`src/design/slfc_pkg.sv`:
```
// ----------------------------------------------------------------------------
// slfc_pkg : segment LCD frame composer package
// Store size, command codes, segment code tables and icon map.
// ----------------------------------------------------------------------------
package slfc_pkg;

  localparam int STORE_BYTES = 20;
  localparam int FRAME_LEN   = 19;
  localparam int AW          = $clog2(STORE_BYTES);
  localparam int IDXW        = 5;

  typedef logic [2:0]    cmd_t;
  typedef logic [7:0]    byte_t;
  typedef logic [AW-1:0] addr_t;
  typedef logic [IDXW-1:0] idx_t;

  localparam cmd_t CMD_CLEAR    = 3'd0;
  localparam cmd_t CMD_DIGIT    = 3'd1;
  localparam cmd_t CMD_ICON_ON  = 3'd2;
  localparam cmd_t CMD_ICON_OFF = 3'd3;
  localparam cmd_t CMD_COMMIT   = 3'd4;

  localparam byte_t KEEP_DP   = 8'h80;
  localparam byte_t KEEP_LO   = 8'h0f;
  localparam byte_t KEEP_HI5  = 8'hf8;
  localparam byte_t KEEP_ALL  = 8'hff;

  localparam int ICON_COUNT = 6;

  // Row one 7-segment codes
  function automatic logic [6:0] row1_code(input logic [4:0] sym);
    logic [6:0] c;
    case (sym)
      5'd0:  c = 7'h5f;  5'd1:  c = 7'h50;  5'd2:  c = 7'h3d;  5'd3:  c = 7'h79;
      5'd4:  c = 7'h72;  5'd5:  c = 7'h6b;  5'd6:  c = 7'h6f;  5'd7:  c = 7'h51;
      5'd8:  c = 7'h7f;  5'd9:  c = 7'h7b;  5'd10: c = 7'h77;  5'd11: c = 7'h6e;
      5'd12: c = 7'h0f;  5'd13: c = 7'h7c;  5'd14: c = 7'h2f;  5'd15: c = 7'h27;
      5'd16: c = 7'h76;  5'd17: c = 7'h0e;  5'd18: c = 7'h24;  5'd19: c = 7'h37;
      5'd20: c = 7'h57;  5'd21: c = 7'h20;  5'd22: c = 7'h01;  5'd23: c = 7'h08;
      5'd24: c = 7'h33;  5'd25: c = 7'h6c;  5'd26: c = 7'h5e;  5'd27: c = 7'h2c;
      5'd28: c = 7'h3b;  5'd29: c = 7'h6d;
      default: c = 7'h00;
    endcase
    return c;
  endfunction

  // Rows two and three 7-segment codes
  function automatic logic [6:0] row23_code(input logic [4:0] sym);
    logic [6:0] c;
    case (sym)
      5'd0:  c = 7'h5f;  5'd1:  c = 7'h06;  5'd2:  c = 7'h3d;  5'd3:  c = 7'h2f;
      5'd4:  c = 7'h66;  5'd5:  c = 7'h6b;  5'd6:  c = 7'h7b;  5'd7:  c = 7'h0e;
      5'd8:  c = 7'h7f;  5'd9:  c = 7'h6f;  5'd10: c = 7'h7e;  5'd11: c = 7'h73;
      5'd12: c = 7'h59;  5'd13: c = 7'h37;  5'd14: c = 7'h79;  5'd15: c = 7'h78;
      5'd16: c = 7'h76;  5'd17: c = 7'h51;  5'd18: c = 7'h30;  5'd19: c = 7'h7c;
      5'd20: c = 7'h5e;  5'd21: c = 7'h20;  5'd22: c = 7'h08;  5'd23: c = 7'h01;
      5'd24: c = 7'h6c;  5'd25: c = 7'h33;  5'd26: c = 7'h57;  5'd27: c = 7'h31;
      5'd28: c = 7'h6d;  5'd29: c = 7'h3b;
      default: c = 7'h00;
    endcase
    return c;
  endfunction

  // Icon location: byte address
  function automatic addr_t icon_addr(input logic [2:0] icon);
    addr_t a;
    case (icon)
      3'd0:    a = addr_t'(2);
      3'd1:    a = addr_t'(0);
      3'd2:    a = addr_t'(0);
      3'd3:    a = addr_t'(7);
      3'd4:    a = addr_t'(11);
      3'd5:    a = addr_t'(16);
      default: a = addr_t'(0);
    endcase
    return a;
  endfunction

  // Icon location: bit mask
  function automatic byte_t icon_mask(input logic [2:0] icon);
    byte_t m;
    case (icon)
      3'd0:    m = 8'h01;
      3'd1:    m = 8'h10;
      3'd2:    m = 8'h80;
      3'd3:    m = 8'h80;
      3'd4:    m = 8'h10;
      3'd5:    m = 8'h01;
      default: m = 8'h00;
    endcase
    return m;
  endfunction

endpackage

```
`src/design/segment_lcd_frame_composer.sv`:
```
// ----------------------------------------------------------------------------
// segment_lcd_frame_composer : segment LCD image builder
// Keeps the display image in a small synchronous RAM, updates it by masked
// read-modify-write and streams it out on commit.
// ----------------------------------------------------------------------------
//
//  channel   | handshake        | word
//  ----------+------------------+-------------------------------------------
//  command   | start / busy     | in_cmd, in_position, in_symbol,
//            |                  | in_icon_index, in_display_off
//  frame out | out_strobe       | out_byte_index, out_byte_value, out_blank,
//            |                  | out_final_byte
//
// Clear store drops all valid bits at once. A digit write merges one byte
// for a single-byte position and two for a split position; an icon update
// merges one. Each costs one read and one write per touched byte on the
// RAM (one read port, one write port). Commit holds busy while it streams
// the 19 frame words, one word per cycle from the pipelined RAM read. Ignored
// commands leave busy low. Reset is synchronous, active low; it empties the
// image through per-entry valid bits, so no clearing pass is needed. Words
// are shown for exactly one cycle each; the receiver cannot stall.
// ----------------------------------------------------------------------------
module segment_lcd_frame_composer (
  input  logic              clk,
  input  logic              rst_n,
  input  logic              start,
  output logic              busy,
  input  slfc_pkg::cmd_t    in_cmd,
  input  logic [3:0]        in_position,
  input  logic [4:0]        in_symbol,
  input  logic [2:0]        in_icon_index,
  input  logic              in_display_off,
  output logic              out_strobe,
  output slfc_pkg::idx_t    out_byte_index,
  output slfc_pkg::byte_t   out_byte_value,
  output logic              out_blank,
  output logic              out_final_byte
);
  import slfc_pkg::*;

  localparam logic [1:0] S_IDLE = 2'd0;
  localparam logic [1:0] S_WR1  = 2'd1;  // merge first byte, read second
  localparam logic [1:0] S_WR2  = 2'd2;  // merge second byte
  localparam logic [1:0] S_SEND = 2'd3;  // stream frame

  logic [1:0] state_r, state_nxt;

  // image RAM, registered read
  byte_t mem [STORE_BYTES];
  byte_t mem_q_r;
  logic  rd_ok_r;
  logic [STORE_BYTES-1:0] valid_r;

  addr_t rd_addr;
  logic  mem_we;
  addr_t wr_addr;
  byte_t wr_data;
  byte_t old_byte;

  // pending update, captured at accept
  addr_t addr1_r, addr2_r;
  byte_t keep1_r, bits1_r, keep2_r, bits2_r;
  logic  has2_r;

  idx_t  cnt_r;
  logic  blank_r;

  // command decode
  logic       accept;
  logic       dec_rmw;
  logic       dec_two;
  addr_t      dec_addr1, dec_addr2;
  byte_t      dec_keep1, dec_bits1, dec_keep2, dec_bits2;
  logic [6:0] c1, c23;

  assign busy   = (state_r != S_IDLE);
  assign accept = start && !busy;

  always_comb begin
    c1  = row1_code(in_symbol);
    c23 = row23_code(in_symbol);
    dec_rmw   = 1'b0;
    dec_two   = 1'b0;
    dec_addr1 = '0;
    dec_addr2 = '0;
    dec_keep1 = KEEP_ALL;
    dec_bits1 = '0;
    dec_keep2 = KEEP_ALL;
    dec_bits2 = '0;
    case (in_cmd)
      CMD_DIGIT: begin
        if (in_position <= 4'd1) begin
          dec_rmw   = 1'b1;
          dec_addr1 = addr_t'(4) - addr_t'(in_position);
          dec_keep1 = KEEP_DP;
          dec_bits1 = {1'b0, c1};
        end else if (in_position <= 4'd3) begin
          // row one, split nibbles: high nibble of byte 4-p, low bits of 3-p
          dec_rmw   = 1'b1;
          dec_two   = 1'b1;
          dec_addr1 = addr_t'(4) - addr_t'(in_position);
          dec_keep1 = KEEP_LO;
          dec_bits1 = {c1[3:0], 4'h0};
          dec_addr2 = addr_t'(3) - addr_t'(in_position);
          dec_keep2 = KEEP_HI5;
          dec_bits2 = {5'b0, c1[6:4]};
        end else if (in_position <= 4'd9) begin
          dec_rmw   = 1'b1;
          dec_addr1 = addr_t'(in_position) + addr_t'(1);
          dec_keep1 = KEEP_DP;
          dec_bits1 = {1'b0, c23};
        end else if (in_position <= 4'd14) begin
          dec_rmw   = 1'b1;
          dec_two   = 1'b1;
          dec_addr1 = addr_t'(in_position) + addr_t'(1);
          dec_keep1 = KEEP_HI5;
          dec_bits1 = {5'b0, c23[6:4]};
          dec_addr2 = addr_t'(in_position) + addr_t'(2);
          dec_keep2 = KEEP_LO;
          dec_bits2 = {c23[3:0], 4'h0};
        end
      end
      CMD_ICON_ON: begin
        if (in_icon_index < 3'(ICON_COUNT)) begin
          dec_rmw   = 1'b1;
          dec_addr1 = icon_addr(in_icon_index);
          dec_keep1 = KEEP_ALL;
          dec_bits1 = icon_mask(in_icon_index);
        end
      end
      CMD_ICON_OFF: begin
        if (in_icon_index < 3'(ICON_COUNT)) begin
          dec_rmw   = 1'b1;
          dec_addr1 = icon_addr(in_icon_index);
          dec_keep1 = ~icon_mask(in_icon_index);
          dec_bits1 = '0;
        end
      end
      default: begin
      end
    endcase
  end

  // RAM read address
  always_comb begin
    case (state_r)
      S_IDLE:  rd_addr = (in_cmd == CMD_COMMIT) ? '0 : dec_addr1;
      S_WR1:   rd_addr = addr2_r;
      S_SEND:  rd_addr = addr_t'(cnt_r) + addr_t'(1);
      default: rd_addr = addr1_r;
    endcase
  end

  // entries never written since the last clear read as zero
  assign old_byte = rd_ok_r ? mem_q_r : '0;

  always_comb begin
    mem_we  = 1'b0;
    wr_addr = addr1_r;
    wr_data = (old_byte & keep1_r) | bits1_r;
    case (state_r)
      S_WR1: mem_we = 1'b1;
      S_WR2: begin
        mem_we  = 1'b1;
        wr_addr = addr2_r;
        wr_data = (old_byte & keep2_r) | bits2_r;
      end
      default: begin
      end
    endcase
  end

  always_ff @(posedge clk) begin
    if (mem_we) begin
      mem[wr_addr] <= wr_data;
    end
    mem_q_r <= mem[rd_addr];
  end

  always_ff @(posedge clk) begin
    if (!rst_n) begin
      valid_r <= '0;
      rd_ok_r <= 1'b0;
    end else begin
      rd_ok_r <= valid_r[rd_addr];
      if (accept && in_cmd == CMD_CLEAR) begin
        valid_r <= '0;
      end else if (mem_we) begin
        valid_r[wr_addr] <= 1'b1;
      end
    end
  end

  // sequencer
  always_comb begin
    state_nxt = state_r;
    case (state_r)
      S_IDLE: begin
        if (accept && in_cmd == CMD_COMMIT) begin
          state_nxt = S_SEND;
        end else if (accept && dec_rmw) begin
          state_nxt = S_WR1;
        end
      end
      S_WR1:   state_nxt = has2_r ? S_WR2 : S_IDLE;
      S_WR2:   state_nxt = S_IDLE;
      S_SEND:  state_nxt = (cnt_r == idx_t'(FRAME_LEN - 1)) ? S_IDLE : S_SEND;
      default: state_nxt = S_IDLE;
    endcase
  end

  always_ff @(posedge clk) begin
    if (!rst_n) begin
      state_r <= S_IDLE;
      cnt_r   <= '0;
    end else begin
      state_r <= state_nxt;
      if (state_r == S_SEND) begin
        cnt_r <= cnt_r + idx_t'(1);
      end else begin
        cnt_r <= '0;
      end
    end
  end

  always_ff @(posedge clk) begin
    if (accept) begin
      addr1_r <= dec_addr1;
      addr2_r <= dec_addr2;
      keep1_r <= dec_keep1;
      bits1_r <= dec_bits1;
      keep2_r <= dec_keep2;
      bits2_r <= dec_bits2;
      has2_r  <= dec_two;
      blank_r <= in_display_off;
    end
  end

  // frame output, straight from the registered RAM read
  assign out_strobe     = (state_r == S_SEND);
  assign out_byte_index = cnt_r;
  assign out_byte_value = old_byte;
  assign out_blank      = blank_r;
  assign out_final_byte = (cnt_r == idx_t'(FRAME_LEN - 1));

endmodule

```
`config.mk`:
```
export PLATFORM = sky130hd
export DESIGN_NAME = segment_lcd_frame_composer
export DESIGN_NICKNAME = d
export VERILOG_FILES = /design/src/design/slfc_pkg.sv /design/src/design/segment_lcd_frame_composer.sv
export SDC_FILE = /design/constraint.sdc
export NUM_CORES = 1
export LEC_CHECK = 0
export BUFFER_PORTS_ARGS = -buffer_cell sky130_fd_sc_hd__buf_2
export CORE_UTILIZATION = 62
export CTS_BUF_LIST = sky130_fd_sc_hd__clkbuf_16
export DETAILED_ROUTE_END_ITERATION = 12
export GPL_TIMING_DRIVEN = 0
export PLACE_DENSITY = 0.83
export REMOVE_ABC_BUFFERS = 1
export SYNTH_ARGS = -nofsm -noshare
export SYNTH_HDL_FRONTEND = slang
export SYNTH_SLANG_ARGS = --single-unit
export TNS_END_PERCENT = 10
```
`constraint.sdc`:
```
create_clock -name clk -period 3.6 [get_ports clk]
set_clock_uncertainty 0.1 [all_clocks]
set_input_delay 0 -clock clk [delete_from_list [all_inputs] [get_ports clk]]
set_output_delay 0 -clock clk [all_outputs]
set_load 0.02 [all_outputs]
```
**Word level (Yosys, flattened, before mapping)**

Memories as Yosys holds them, arrays and structs flattened. A register that Yosys moved wholly into a read port is not among the register bits.
Cells that the tools add are included.

- Bits in registers: 72
- RAM bits: 160
- ROM bits: 448
- Input bits: 19
- Output and inout port bits: 17
- Word-level logic and storage cells: 129
- Memories kept: 3

- Add/subtract/negate cells: 5
- $lt $le $gt $ge: 8
- Eq/ne operators: 14
- Multiplexer cells: 55
- Bitwise gates (word level): 9
- Reductions and logical operators: 20

Memories:

| memory | words | width | rd ports | clocked after Yosys merged registers in | write ports | RTL line | RTL |
|---|---|---|---|---|---|---|---|
| (name not given) | 32 | 7 | 1 | 0 | 0 | slfc_pkg.sv:33 | `case (sym)` |
| (name not given) | 32 | 7 | 1 | 0 | 0 | slfc_pkg.sv:50 | `case (sym)` |
| mem | 20 | 8 | 1 | 1 | 1 | segment_lcd_frame_composer.sv:49 | `byte_t mem [STORE_BYTES];` |

Operators with widths:

| operator | number |
|---|---|
| 8-bit two-way mux | 11 |
| 5-bit two-way mux | 10 |
| 8-bit one-hot mux with 2 select lines | 2 |
| 8-bit one-hot mux with 3 select lines | 1 |
| 20-bit OR | 1 |
| 5-bit one-hot mux with 4 select lines | 1 |
| 3-bit two-way mux | 6 |
| 8-bit bitwise AND | 2 |
| 8-bit OR | 2 |
| 5-bit one-hot mux with 3 select lines | 1 |
| 7-bit two-way mux | 2 |
| 2-bit OR reduction | 7 |
| 3-bit by 2-bit equality test with 1-bit output, second input constant | 4 |
| 5-bit by 6-bit < comparator with 1-bit output, second input constant | 2 |
| 1-bit two-way mux | 12 |
| 5-bit one-hot mux with 2 select lines | 1 |
| 3-bit equality test, second input constant | 3 |
| 4-bit <= comparator, second input constant | 2 |
| 2-bit two-way mux | 4 |
| 8-bit NOT | 1 |
| 2-bit one-hot mux with 4 select lines | 1 |
| 3-bit by 1-bit equality test with 1-bit output, second input constant | 2 |
| 3-bit zero test | 2 |
| 4-bit by 1-bit adder with 5-bit output, second input constant | 1 |
| 23 further kinds | 30 |

**Longest topological paths before layout**

- Depth after elaboration: 10
- Gate-level depth with buffers: 15
- Mapped depth without buffers: 10

**Least setup slack after synthesis**

Ideal clock, no wire load.

- Path type: reg2reg
- Start: register state_r[0]
- End: memory mem[0][4] (netlist name), data pin
- Library setup time: 0.313 ns
- Arrival: 2.423 ns
- Data required time: 3.187 ns
- Slack: 0.764 ns
- Cell stages (with the launch flop): 9
- Buffers on the path: 4
- Clock period less this slack: 2.836 ns
- Cell sequence: dfxtp_1 inv_1 ha_1 clkbuf_1 clkbuf_1 clkbuf_1 clkbuf_1 a211oi_1 a21oi_1

- Cells in the longest elaborated chain, start to end: 2

Ends and longest elaborated chain:

| what | RTL line | RTL |
|---|---|---|
| start, declared | segment_lcd_frame_composer.sv:46 | `logic [1:0] state_r, state_nxt;` |
| start signal, assigned | segment_lcd_frame_composer.sv:217 | `state_r <= state_nxt;` |
| 2-bit equality test | segment_lcd_frame_composer.sv:161 | `case (state_r)` |
| 8-bit two-way mux | segment_lcd_frame_composer.sv:161 |  |
| via wr_data[4] | segment_lcd_frame_composer.sv:57 | `byte_t wr_data;` |
| end, declared | segment_lcd_frame_composer.sv:49 |  |

The timed path passes the listed nets, and every way through them passes these cells.

**Worst setup path in the final report**

- Start: register state_r[0]
- End: register rd_ok_r

- Cells in the longest elaborated chain, start to end: 4
- Elaborated cells on any way between the ends: 6
- Classes of those cells: 2 x eq/ne; 3 x mux; 1 x reduce/logical

Ends and longest elaborated chain:

| what | RTL line | RTL |
|---|---|---|
| 2-bit equality test, or another cell as far along | segment_lcd_frame_composer.sv:146 | `case (state_r)` |
| 5-bit one-hot mux with 3 select lines * | segment_lcd_frame_composer.sv:146 |  |
| 1-bit binary-select mux with 5-bit select * | segment_lcd_frame_composer.sv:185 | `rd_ok_r <= valid_r[rd_addr];` |
| 1-bit two-way mux (implied by the code) * | segment_lcd_frame_composer.sv:185 |  |
| end signal, assigned | segment_lcd_frame_composer.sv:185 |  |
| end, declared | segment_lcd_frame_composer.sv:51 | `logic rd_ok_r;` |

Mark *: on every way between the ends. The rest lies on a longest branch, timed or not. The select of a mux whose other input is x is not followed.
A chain may end at the register's enable or synchronous reset.

==> impl_metrics.csv <==
group,metric,value,unit
timing,finalHoldViolations,0,
power,power,6.71,mW
detailed_routing,drt_iter0_markers,910,
placed_design,numPortBuffers,35,
clock_tree,numCtsBuffers,23,
worst_setup_path,timing.rr.start,"state_r[0]$_SDFFE_PN0P_",
yosys,synth_cell_type_count,67,
yosys,avgSynthCellArea,11.3,um2
worst_setup_path,rrSetupSlack,220,ps
placed_design,gp_congestion,0.940,
worst_setup_path,critPathRequiredTime,3870,ps
yosys,yosysWarnings,0,
clock_tree,clkTransAtPathRegs,60,ps
clock_tree,cts-root-buf,"clkbuf_16",
global_route,grt_pass1_wl,39800,um
detailed_routing,detail_route.wl_per_cell,20.5,um
worst_hold_path,holdPathEnd,"addr2_r[2]$_SDFFCE_PP0P_",
power,ir_drop,367,uV
clock_tree,clk_latency,510,ps
final_layout,nFillCells,1094,
timing,worst_pin_slew,1360,ps
timing,max_freq,296,MHz
worst_setup_path,r2r-end,"rd_ok_r$_SDFF_PN0_",
timing,period_share,94.0,%
final_layout,multi_input_area,3830,um2
clock_tree,cts_tree,"done",
yosys,synth.cell_area,10700,um2
worst_setup_path,r2r.worst_path.cells,10,
yosys,synth-seq-cells,231,
timing,drv_slew,0,
power,total_leakage_power,4.38,nW
global_route,track_usage,29.1,%
clock_tree,clock-sinks,231,
timing,fin_hold_ws,30.3,ps
yosys,synth_edf_count,195,
final_layout,nets,1021,
yosys,synthFlopType,"edfxtp_1",
detailed_routing,viasPerCell,6.27,
worst_setup_path,path_class,"register to register",
die,core,16700,um2
timing,fin_ws,218,ps
final_layout,seq_area,6580,um2
global_route,grt_antenna_before_repair,0,
die,die-area,17800,um2
global_route,grt-ovfl-total,0,
detailed_routing,vias,7626,
final_layout,drive_gt1_share,10.2,%
global_route,grt_pass1_vias,7376,
timing,finalCriticalPeriod,3380,ps
placed_design,hpwlAfterDp,16000,um
worst_setup_path,cp-end-kind,"register",
yosys,syn_inst,947,
worst_setup_path,cp.arrival,3650,ps
die,die_h,133,um
detailed_routing,wl,25000,um
die,die_w,133,um
worst_setup_path,path_max_fanout,45,
timing,setup_tns,0,ps
detailed_routing,drc,0,
power,power_density,558,nW/um2
job,max_cap_violations,0,
die,start_util,64.1,%
clock_tree,htree_levels,1,
detailed_routing,dr.pass1.iters,8,
worst_setup_path,cp-start-kind,"register",
die,rows,47,
clock_tree,cts_max_path_buffers,3,
worst_hold_path,whs_path_depth,3,
run_status,outcome,"finished, final reports clean",
die,io_pins,36,
detailed_routing,ant_nets,0,
final_layout,final_cell_mix,"195 x edfxtp_1, 170 x nand2_1, 64 x nand3_1",
worst_hold_path,hp-class,"input port to register",
timing,setup-violations-final,0,
worst_hold_path,min_from,"in_position[2]",
final_layout,n_antenna_cell,0,
final_layout,layout_commonest_cell,"edfxtp_1",
global_route,grt_max_degree,46,
final_layout,final_area,12000,um2
placed_design,pre_cts_ws,-512,ps
final_layout,areaGrowthSynthToFinish,12.2,%
yosys,async_flop_share,0,%
timing,slew_headroom,9.16,%
yosys,yosysSeqAreaShare,61.5,%
placed_design,placed_area,11100,um2
## synthesized netlist by cell type (11+ instances only)
library cell	count	area, um2
edfxtp_1	195	5860
o21ai_0	21	105
a211oi_1	16	120
a22oi_1	15	113
o211ai_1	14	105
a21oi_1	47	235
nand2_1	170	638
ha_1	21	263
dfxtp_1	36	721
nor2_1	56	210
nand4_1	20	125
clkbuf_1	24	90.1
o21a_1	24	180
buf_2	19	95.1
inv_1	30	113
and2_1	14	87.6
mux2i_1	27	270
nand3_1	64	320
nor3_1	11	55.1
## area by class of cell
| type | count | area share, % |
|---|---|---|
| sequential | 231 | 54.8 |
| multi-input combinational | 632 | 31.9 |
| clock buffer | 23 | 4.79 |
| timing repair buffer | 62 | 4.02 |
| tap | 220 | 2.29 |
| clock inverter | 18 | 1.24 |
| inverter | 31 | 0.969 |
## critical path: stages, from the launching register on
cell,delay (ps)
dfxtp_1,380
inv_1,110
ha_4,300
nor2b_1,230
a2111o_1,410
o32ai_2,250
or2_4,560
mux2i_1,190
o32ai_2,240
mux2i_1,110
o311ai_1,340
## routing by layer
| metal | vias to the layer above | track usage, % | wire length (um) |
|---|---|---|---|
| met2 | 366 | 48.8 | 12400 |
| met1 | 3641 | 39.1 | 9890 |
| met4 | 0 | 11.1 | 870 |
| met3 | 62 | 3.42 | 1820 |
| met5 | - | 0 | 0 |
| li1 | 3557 | - | - |
## power breakdown
| part | total, mW | internal, mW | switching, mW |
|---|---|---|---|
| sequential | 3.18 | 3.13 | 0.0511 |
| clock | 2.30 | 1.37 | 0.933 |
| combinational | 1.23 | 0.385 | 0.845 |
| total | 6.71 | 4.88 | 1.83 |
## state kept, by name (all words and copies together) (netlist names)
register and count:
out_blank 1, valid_r 20, has2_r 1, rd_ok_r 1, addr1_r 5, out_byte_index 5, keep2_r 2, keep1_r 6
bits2_r 7, mem_q_r 8, bits1_r 8, state_r 2, mem 160, addr2_r 5
## worst max-delay path by stage
stage                             from                  to  depth (start not counted)
6_report       state_r[0]$_SDFFE_PN0P_  rd_ok_r$_SDFF_PN0_                         10
5_1_grt        state_r[0]$_SDFFE_PN0P_  mem_q_r[4]$_DFF_P_                         10
4_1_cts        state_r[1]$_SDFFE_PN0P_  rd_ok_r$_SDFF_PN0_                         10
3_5_place_dp   state_r[0]$_SDFFE_PN0P_  mem_q_r[4]$_DFF_P_                         10
3_3_place_gp   state_r[0]$_SDFFE_PN0P_  mem_q_r[3]$_DFF_P_                          9
2_1_floorplan  state_r[0]$_SDFFE_PN0P_  mem_q_r[2]$_DFF_P_                          9
## per-stage QoR
step           util (%)  instances
6_report           71.9       1217
5_1_grt            71.9       1217
4_1_cts            71.6       1213
3_5_place_dp       66.2       1156
3_3_place_gp       65.3       1149
2_1_floorplan         -        894
## logic make-up (layout without fill, tap and decap cells)
kind of cell / after synthesis / count (layout) / share of synthesized area, %
adders and majority gates: 21 / 21 / 2.46
AOI/OAI and AO/OA: 198 / 198 / 13.0
muxes: 31 / 31 / 2.95
buffers and inverters: 84 / 134 / 3.40
and+or+nand+nor: 375 / 375 / 16.2
DFF: 231 / 231 / 61.5
xor gates and xnor gates: 7 / 7 / 0.573
## what timing repair did
action	4_1_cts	5_1_grt
hold buffers	16	0
pin swaps	0	1
gates resized for setup	3	3
setup buffers	0	4
setup endpoints to repair	9	5
hold endpoints to repair	26	0
Power figures use the tool's default switching activity.
